$ cat src/sv/feature_accumulator_update_core_macros.svh
// assertion macros for the feature accumulator core
`ifndef FEATURE_ACCUMULATOR_UPDATE_CORE_MACROS_SVH
`define FEATURE_ACCUMULATOR_UPDATE_CORE_MACROS_SVH
`ifndef SYNTHESIS
`define FAU_ASSERT_IMP(lbl, ante, cons) \
  lbl: assert property (@(posedge clk) disable iff (!rst_n) (ante) |-> (cons)) \
    else $error("fau assertion failed");
`define FAU_ASSERT_NXT(lbl, ante, cons) \
  lbl: assert property (@(posedge clk) disable iff (!rst_n) (ante) |=> (cons)) \
    else $error("fau assertion failed");
`else
`define FAU_ASSERT_IMP(lbl, ante, cons)
`define FAU_ASSERT_NXT(lbl, ante, cons)
`endif
`endif

$ cat src/sv/fau_pkg.sv
package fau_pkg;

  typedef logic [2:0]        kind_t;
  typedef logic [9:0]        feat_t;
  typedef logic [7:0]        lane_t;
  typedef logic signed [15:0] word_t;

  localparam kind_t KIND_WR_WEIGHT = 3'd0;
  localparam kind_t KIND_WR_BIAS   = 3'd1;
  localparam kind_t KIND_REFRESH   = 3'd2;
  localparam kind_t KIND_ADD       = 3'd3;
  localparam kind_t KIND_REMOVE    = 3'd4;
  localparam kind_t KIND_READ      = 3'd5;

  typedef enum logic [2:0] {
    ST_IDLE,
    ST_STREAM,
    ST_DRAIN,
    ST_RD,
    ST_RDW
  } state_t;

  typedef struct packed {
    logic accept;
    logic issue;
    logic rd_issue;
    logic load_out;
  } cmd_t;

  typedef struct packed {
    logic last_beat;
    logic wr_pending;
    logic out_free;
  } status_t;

endpackage

$ cat src/sv/fau_ctrl.sv
module fau_ctrl #(
  parameter int FEATURES = 1024
) (
  input  logic            clk,
  input  logic            rst_n,
  input  logic            in_valid,
  input  fau_pkg::kind_t  in_kind,
  input  fau_pkg::feat_t  in_feature,
  input  fau_pkg::status_t status,
  output logic            in_ready,
  output fau_pkg::cmd_t   cmd
);
  import fau_pkg::*;

  state_t state_r, state_nxt;
  logic   feat_ok;

  assign feat_ok = 32'(in_feature) < FEATURES;

  always_ff @(posedge clk) begin
    if (!rst_n) begin
      state_r <= ST_IDLE;
    end else begin
      state_r <= state_nxt;
    end
  end

  always_comb begin
    state_nxt = state_r;
    in_ready  = 1'b0;
    cmd       = '0;
    case (state_r)
      ST_IDLE: begin
        in_ready = 1'b1;
        if (in_valid) begin
          cmd.accept = 1'b1;
          case (in_kind)
            KIND_REFRESH: state_nxt = ST_STREAM;
            KIND_ADD, KIND_REMOVE: begin
              // out-of-range feature is a no-op
              if (feat_ok) state_nxt = ST_STREAM;
            end
            KIND_READ: state_nxt = ST_RD;
            default:   state_nxt = ST_IDLE;
          endcase
        end
      end
      ST_STREAM: begin
        cmd.issue = 1'b1;
        if (status.last_beat) state_nxt = ST_DRAIN;
      end
      // last row write lands here
      ST_DRAIN: state_nxt = ST_IDLE;
      ST_RD: begin
        cmd.rd_issue = 1'b1;
        state_nxt    = ST_RDW;
      end
      ST_RDW: begin
        if (status.out_free) begin
          cmd.load_out = 1'b1;
          state_nxt    = ST_IDLE;
        end
      end
      default: state_nxt = ST_IDLE;
    endcase
  end

endmodule

$ cat config.mk
export PLATFORM = sky130hd
export DESIGN_NAME = fau_ctrl
export DESIGN_NICKNAME = d
export VERILOG_FILES = /design/src/sv/feature_accumulator_update_core_macros.svh /design/src/sv/fau_pkg.sv /design/src/sv/fau_ctrl.sv
export SDC_FILE = /design/constraint.sdc
export NUM_CORES = 1
export LEC_CHECK = 0
export ABC_CLOCK_PERIOD_IN_PS = 1400
export BUFFER_PORTS_ARGS = -buffer_cell sky130_fd_sc_hd__buf_2
export CAP_MARGIN = 20
export CORE_AREA = 3 3 40 42
export CTS_BUF_LIST = sky130_fd_sc_hd__clkbuf_4 sky130_fd_sc_hd__clkbuf_8
export DETAILED_ROUTE_END_ITERATION = 10
export DIE_AREA = 0 0 43 45
export HOLD_SLACK_MARGIN = 0.12
export PLACE_DENSITY = 0.42
export SLEW_MARGIN = 15
export SYNTH_ARGS = -nofsm -noshare
export SYNTH_HDL_FRONTEND = slang
export SYNTH_SLANG_ARGS = --single-unit
$ cat constraint.sdc
create_clock -name clk -period 1.4 [get_ports clk]
set_input_delay 0.14 -clock clk [delete_from_list [all_inputs] [get_ports clk]]
set_output_delay 0.14 -clock clk [all_outputs]
set_load 0.02 [all_outputs]
==> impl_metrics.toml, run 1 <==
[place]
portBuffers = 12
globalplace.congestion = 0.642
dp.cells = 52

[cts]
cts_tree = "built"
cts-root-buf = "clkbuf_4"
cts-hold-fix-buffers = 0
cts_htree_levels = 1
postCtsSetupBuffers = 0
cts_buffer_depth = 2
clock_sinks = 3
cts_buffers = 3
path_clk_slew_ns = 0.04
worstSkewPairLatency_ns = 0.23

[finish]
antennaDiodeCount = 0
fin_util = 0.265
drive_gt1_frac = 0.537
syn_to_final_growth_pct = 54.5
reg_top3 = "state_r: 3 flops"
final_nets = 61
final_cell_count_no_fill = 56
fillCellCount = 149
regMostFlops = "state_r"
largest_reg_flops = 3

[yosys]
synthFlopType = "dfxtp_1"
netlist_instances = 27
yosysTopAreaCellShare = 0.273
yosysSeqAreaShare = 0.273
synthTopCellsByArea = "dfxtp_1, nor4b_2, and3_1, nor4_1, mux2i_1"
ys_ff_latch = 3
yosys.area.top_type = "dfxtp_1"
ys_top_cells_by_count = "dfxtp_1, and3_1, clkbuf_1, nand2_1, nor4_1"
synthArstFlopShare = 0
avgSynthCellArea_um2 = 8.16
synth_area_um2 = 220
ys_warn_count = 0
synth_edf_count = 0
synth.distinct_cells = 21
syn_nets = 46
yosysMostFrequentCell = "dfxtp_1"

[floorplan]
die_x_um = 43
core-area_mm2 = 0.00128
initial_core_util = 0.171
rows = 13
die_y_um = 45
die_area_mm2 = 0.00194
pin_count = 24

[job]
cap_violations = 0

[global_route]
antenna_found_initial = 0
gr-total-overflow = 0
grt_max_degree = 13
grt_pass1_vias = 240
grt.total_usage = 0.0682
grt_pass1_wl_um = 959

[detailed_routing]
drc = 0
avgRoutedWirePerCell_um = 10.3
ant_nets = 0
num_vias = 247
drt_iter0_drc = 2
drt-total-wl_um = 579
first_pass_iters = 2
viasPerCell = 4.41

[worst_setup_path]
cp.arrival_ns = 1.13
critPathMaxFanout = 6
cp-end-kind = "output port"
critPathKind = "flip-flop to output port"
cp-start-kind = "flip-flop"
worstPathRequired_ns = 1.26

[timing]
grt_setup_unrepaired = "no"
finClkSkew_ns = 0.00140
hold_viol = 0
period_share = 0.908
setup_viol = 0
period_needed_ns = 1.27
tightest_slew_ns = 0.264
relSlewSlack = 0.822
fin_setup_tns_ns = 0
finalMaxSlewViolations = 0
hold_ws_ns = 0.154
max_freq_mhz = 786

[power_and_ir_drop]
powerDensity_mw_per_mm2 = 1100
power_frac_clock = 0.457
power.leakage_nw = 0.174
irDropWorstVdd_v = 0.000362
comb_power_share = 0.244
switching_share = 0.296
pwr-share-seq = 0.299
p_switching_uw = 111
internal_power_uw = 263

[min_path]
hold_path_class = "primary input to flip-flop"

[outcome]
outcome = "completed"
stage by stage:
stage / setup WS (ns) / cell area, µm² / total power, mW
2_1_floorplan: 0.170 / 226 / 0.165
3_3_place_gp: 0.242 / 298 / 0.199
3_5_place_dp: 0.260 / 298 / 0.197
4_1_cts: 0.0220 / 328 / 0.377
5_1_grt: 0.0258 / 340 / 0.404
6_report: 0.128 / 340 / 0.374
worst max-delay path, stage by stage, from the launching register on:
cell	delay [ns]
dfxtp_2	0.40
inv_2	0.08
nor4b_2	0.23
buf_2	0.20
kinds of logic (layout without fill, tap and decap cells):
group	Yosys count	in the layout	share of synthesized area
compound gates	4	4	0.170
xor+xnor	1	1	0.0398
buf+inv	4	18	0.0682
flops	3	3	0.273
mux	1	1	0.0455
simple gates	14	14	0.403
per-layer routing:
metal / wire (µm) / global-route usage / share of wire
met1: 308 / 0.0959 / 0.53
met2: 216 / 0.0808 / 0.37
met3: 54 / 0.0120 / 0.093
met4: 0 / 0.0723 / 0
met5: 0 / 0 / 0
cell usage in the layout, fill, tap and decap left out:
master,Yosys,final
buf_2,0,12
clkbuf_4,0,4
dfxtp_2,0,3
and3_1,2,2
nand2_1,2,2
nor4_1,2,2
nor2_1,1,1
and2_1,1,1
nor3_1,1,1
inv_2,1,1
nor4b_2,1,1
nor4b_4,0,1
mux2i_1,1,1
o41ai_1,1,1
inv_1,1,1
o211a_1,1,1
nand2b_1,1,1
nand3_1,1,1
o311a_1,1,1
xor2_1,1,1
a32oi_1,1,1
nor2b_1,1,1
what timing repair did:
action	CTS	global route
setup endpoints to repair	1	2
pin swaps	1	0
gates resized for setup	0	4
worst paths after layout:
path                                start                 endpoint  slack [ns]  depth (start not counted)
hold / removal                      rst_n  state_r[0]$_SDFFE_PN0P_        0.15                          2
setup / recovery  state_r[2]$_SDFFE_PN0P_                   cmd[0]        0.13                          3
hold reg to reg   state_r[0]$_SDFFE_PN0P_  state_r[0]$_SDFFE_PN0P_        0.67                          2
setup reg to reg  state_r[1]$_SDFFE_PN0P_  state_r[2]$_SDFFE_PN0P_        0.36                          2
power groups by stage:
stage | clock [mW] | combinational, mW | sequential, mW
after floorplan | 0 | 0.0647 | 0.100
after global placement | 0 | 0.0892 | 0.110
after detailed placement | 0 | 0.0877 | 0.109
after CTS | 0.181 | 0.0880 | 0.108
after global routing | 0.191 | 0.0990 | 0.114
final | 0.171 | 0.0911 | 0.112
area by class of cell:
cell class	instances	area (µm²)	area share
Clock buffer	4	30.0	0.0882
Inverter	2	7.51	0.0221
Multi-Input combinational cell	20	160	0.471
Sequential cell	3	63.8	0.188
Tap cell	15	18.8	0.0551
Timing Repair Buffer	12	60.1	0.176
(Power assumes the default switching activity.)
==> run 2, diff against run 1 <==
Settings changed: ABC_AREA from default to 1, ABC_CLOCK_PERIOD_IN_PS 1400 to 1100, PLACE_DENSITY 0.42 to 0.43.
Clock period 1.4 ns to 1.1 ns, I/O delays scaled along.
==> impl_metrics.toml, run 2 <==
[finish]
drive_gt1_frac = 0.600
fillCellCount = 158
regArea_um2 = 66.3
multi_input_area_um2 = 145
syn_to_final_growth_pct = 83.0
final_cell_count_no_fill = 70
antennaDiodeCount = 0
fin_util = 0.314
final_nets = 75
most-common-layout-cells = "inv_1, buf_2"
largest_reg_flops = 3
reg_top3 = "state_r: 3 flops"
post-route-cell-area_um2 = 403
regMostFlops = "state_r"

[yosys]
netlist_instances = 37
yosysMostFrequentCell = "inv_1"
synthArstFlopShare = 0
yosysSeqAreaShare = 0.273
ys_warn_count = 0
synthTopCellsByArea = "dfxtp_1, inv_1, nand3_1, nand2_1, nor2_1"
synthFlopType = "dfxtp_1"
avgSynthCellArea_um2 = 5.95
yosysTopAreaCellShare = 0.273
syn_nets = 56
synth_area_um2 = 220
yosys.area.top_type = "dfxtp_1"
ys_top_cells_by_count = "inv_1, nand2_1, nor2_1"
synth_edf_count = 0
synth.distinct_cells = 13
ys_ff_latch = 3

[timing]
tightest_slew_ns = 0.181
setup_viol = 2
period_needed_ns = 1.12
fin_ws_ns = -0.0167
hold_viol = 0
finClkSkew_ns = 0.000223
period_share = 1.02
max_freq_mhz = 895
grt_setup_unrepaired = "yes"
relSlewSlack = 0.878
finalMaxSlewViolations = 0

[global_route]
gr-total-overflow = 0
grt_max_degree = 5
grt_pass1_vias = 243
grt.total_usage = 0.0699
grt_pass1_wl_um = 924
antenna_found_initial = 0

[power_and_ir_drop]
power_uw = 592
irDropWorstVdd_v = 0.000401
power.leakage_nw = 0.211
powerDensity_mw_per_mm2 = 1470

[detailed_routing]
avgRoutedWirePerCell_um = 8.07
viasPerCell = 3.96
ant_nets = 0
num_vias = 277
first_pass_iters = 2
drt_iter0_drc = 2
drc = 0
drt-total-wl_um = 565

[cts]
cts_tree = "built"
clock_sinks = 3
cts_htree_levels = 1
worstSkewPairLatency_ns = 0.23
cts-root-buf = "clkbuf_4"
path_clk_slew_ns = 0.03
cts_buffers = 3
cts_buffer_depth = 2

[place]
placed_cell_area_um2 = 305
dp.cells = 64
portBuffers = 12
post-dp-hpwl_um = 439
globalplace.congestion = 0.641

[floorplan]
core-area_mm2 = 0.00128
initial_core_util = 0.171
die_y_um = 45
rows = 13
die_area_mm2 = 0.00194
pin_count = 24
die_x_um = 43

[worst_setup_path]
r2r_slack_ns = 0.10
worstPathRequired_ns = 0.99
cp-start-kind = "flip-flop"
critPathMaxFanout = 3
cp.arrival_ns = 1.01
cp-end-kind = "output port"
critPathKind = "flip-flop to output port"

[job]
cap_violations = 0

[min_path]
hold_path_class = "primary input to flip-flop"

[outcome]
violations = "negative setup slack"
outcome = "finished, violations left"
run 2: cell types whose count changed in the layout (fill, tap and decap cells not counted), moves of 3 or more:
cell    previous run  this run
inv_2              1         4
buf_6              0         3
buf_4              0         3
inv_1              1         7
nor2_1             1         4
buf_2             12         7
run 2: metrics by stage:
stage	TNS (ns)	hold slack, ns	worst slack (ns)
3_3_place_gp	0	0.356	0.0829
2_1_floorplan	0	0.230	0.108
6_report	-0.0215	0.202	-0.0167
5_1_grt	-0.316	0.232	-0.0772
4_1_cts	-0.0591	0.221	-0.0345
3_5_place_dp	0	0.357	0.0858
run 2: report_power, final:
part           switching [mW]  total, mW  internal, mW
Clock                  0.0541      0.214         0.160
Sequential             0.0182      0.143         0.125
Combinational           0.129      0.235         0.106
Total                   0.201      0.592         0.391
run 2: cell type report:
| class | instances | share of cell area |
|---|---|---|
| inverters | 11 | 0.102 |
| multi-input cells | 23 | 0.360 |
| clock buffers | 4 | 0.0745 |
| flip-flops and latches | 3 | 0.165 |
| well taps | 15 | 0.0466 |
| repair buffers | 14 | 0.252 |
run 2: logic make-up (layout without fill, tap and decap cells):
group	count (synthesis)	after routing	share of synthesized area
flops	3	3	0.273
buf+inv	11	29	0.188
simple gates	21	21	0.494
compound gates	2	2	0.0455
run 2: repair_timing:
action                                 CTS  global route
setup endpoints to repair                5             6
endpoints found under the hold margin    1             0
resized for setup                       13             6
pin swaps                                2             1
hold buffers                             1             0
setup buffers                            1             0
run 2: final timing paths:
kind                                              start                       to  cells past startpoint
worst min register to register  state_r[2]$_SDFFE_PN0P_  state_r[2]$_SDFFE_PN0P_                      2
worst max-delay path            state_r[0]$_SDFFE_PN0P_                   cmd[0]                      2
worst max register to register  state_r[1]$_SDFFE_PN0P_  state_r[0]$_SDFFE_PN0P_                      7
worst min-delay path                          status[0]  state_r[2]$_SDFFE_PN0P_                      4
run 2: worst max-delay path, stage by stage (launching register included):
cell,delay (ns)
dfxtp_4,0.35
nor4_2,0.25
buf_4,0.18
run 2: per-layer routing:
layer,GRT usage,vias to the layer above,part of all wire
met4,0.0542,0,0
li1,-,149,-
met3,0.0478,0,0.11
met2,0.0958,10,0.52
met5,0,-,0
met1,0.0745,118,0.37
==> run 3, diff against run 2 <==
Settings changed: SKIP_CTS_REPAIR_TIMING from default to 1.
==> impl_metrics.toml, run 3 (synthesized netlist as in run 2, its figures left out) <==
[finish]
fillCellCount = 155
regArea_um2 = 68.8
drive_gt1_frac = 0.618
most-common-layout-cells = "inv_1, buf_2"
multi_input_area_um2 = 145
reg_top3 = "state_r: 3 flops"
antennaDiodeCount = 0
largest_reg_flops = 3
final_nets = 75
regMostFlops = "state_r"
post-route-cell-area_um2 = 405
syn_to_final_growth_pct = 84.1

[floorplan]
die_x_um = 43
die_y_um = 45
initial_core_util = 0.171
pin_count = 24
die_area_mm2 = 0.00194
core-area_mm2 = 0.00128
rows = 13

[power_and_ir_drop]
internal_power_uw = 396
power.leakage_nw = 0.212
comb_power_share = 0.405
switching_share = 0.344
powerDensity_mw_per_mm2 = 1490
p_switching_uw = 208
power_uw = 604
pwr-share-seq = 0.236
power_frac_clock = 0.359
irDropWorstVdd_v = 0.000382

[timing]
hold_ws_ns = 0.104
setup_viol = 3
relSlewSlack = 0.878
fin_ws_ns = -0.0254
grt_setup_unrepaired = "yes"
fin_setup_tns_ns = -0.0354
hold_viol = 0
finalMaxSlewViolations = 0
finClkSkew_ns = 0.00106
tightest_slew_ns = 0.181
max_freq_mhz = 889
period_share = 1.02
period_needed_ns = 1.13

[cts]
worstSkewPairLatency_ns = 0.23
cts_buffers = 3
cts-root-buf = "clkbuf_4"
cts_buffer_depth = 2
cts_tree = "built"
clock_sinks = 3
path_clk_slew_ns = 0.04
cts_htree_levels = 1

[place]
portBuffers = 12
post-dp-hpwl_um = 439
placed_cell_area_um2 = 305
globalplace.congestion = 0.641

[min_path]
min_path_cells = 3
min-delay-start = "rst_n"
min_delay_worst_endpoint = "state_r[0]$_SDFFE_PN0P_"
hold_path_class = "primary input to flip-flop"

[worst_setup_path]
r2r_slack_ns = 0.09
r2r-start = "state_r[1]$_SDFFE_PN0P_"
reg2reg_depth = 7
critPathKind = "flip-flop to output port"
cp.arrival_ns = 1.02
cp-end-kind = "output port"
rr_endpoint = "state_r[0]$_SDFFE_PN0P_"
worstPathRequired_ns = 0.99
cp-start-kind = "flip-flop"
critPathMaxFanout = 3

[global_route]
antenna_found_initial = 0
grt_pass1_vias = 247
grt_pass1_wl_um = 945
grt.total_usage = 0.0707
gr-total-overflow = 0
grt_max_degree = 5

[detailed_routing]
ant_nets = 0
drc = 0
num_vias = 270
drt_iter0_drc = 0
viasPerCell = 3.86
drt-total-wl_um = 580
first_pass_iters = 1
avgRoutedWirePerCell_um = 8.29

[outcome]
violations = "negative setup slack"
outcome = "finished, violations left"

[job]
cap_violations = 0
[run 3: per-layer routing]
metal	up-vias	routed length, µm	part of all wire	track usage
met5	-	0	0	0
met2	10	301	0.52	0.0958
met3	0	64	0.11	0.0518
li1	147	-	-	-
met1	113	214	0.37	0.0745
met4	0	0	0	0.0542
[run 3: final cells by class]
cell class | instances | area share
clock buffers | 4 | 0.0741
inverters | 11 | 0.108
multi-input cells | 23 | 0.358
repair buffers | 14 | 0.244
flip-flops and latches | 3 | 0.170
well taps | 15 | 0.0463
[run 3: metrics by stage]
| stage | instances | util | worst slack [ns] |
|---|---|---|---|
| final | 70 | 0.315 | -0.0254 |
| after detailed placement | 64 | 0.238 | 0.0858 |
| after CTS | 68 | 0.261 | -0.106 |
| after global routing | 70 | 0.315 | -0.0988 |
| after floorplan | 37 | - | 0.108 |
| after global placement | 64 | 0.238 | 0.0829 |
[run 3: critical path, stage by stage (launching register included)]
cell and delay, ns:
dfxtp_4 0.36, nor4_2 0.25, buf_4 0.18
[run 3: how the worst max path moves through the flow]
| stage | startpoint | endpoint | slack [ns] |
|---|---|---|---|
| after global placement | state_r[0]$_SDFFE_PN0P_ | state_r[0]$_SDFFE_PN0P_ | 0.08 |
| after global routing | state_r[1]$_SDFFE_PN0P_ | cmd[3] | -0.1 |
| after detailed placement | state_r[0]$_SDFFE_PN0P_ | state_r[0]$_SDFFE_PN0P_ | 0.09 |
| after floorplan | state_r[2]$_SDFFE_PN0P_ | cmd[0] | 0.11 |
| final | state_r[0]$_SDFFE_PN0P_ | cmd[0] | -0.03 |
| after CTS | state_r[0]$_SDFFE_PN0P_ | cmd[1] | -0.11 |
[run 3: power groups by stage]
stage	Combinational [mW]	Clock, mW	Sequential, mW
2_1_floorplan	0.129	0	0.134
3_3_place_gp	0.179	0	0.137
3_5_place_dp	0.179	0	0.136
4_1_cts	0.181	0.225	0.135
5_1_grt	0.274	0.241	0.146
6_report	0.245	0.217	0.143
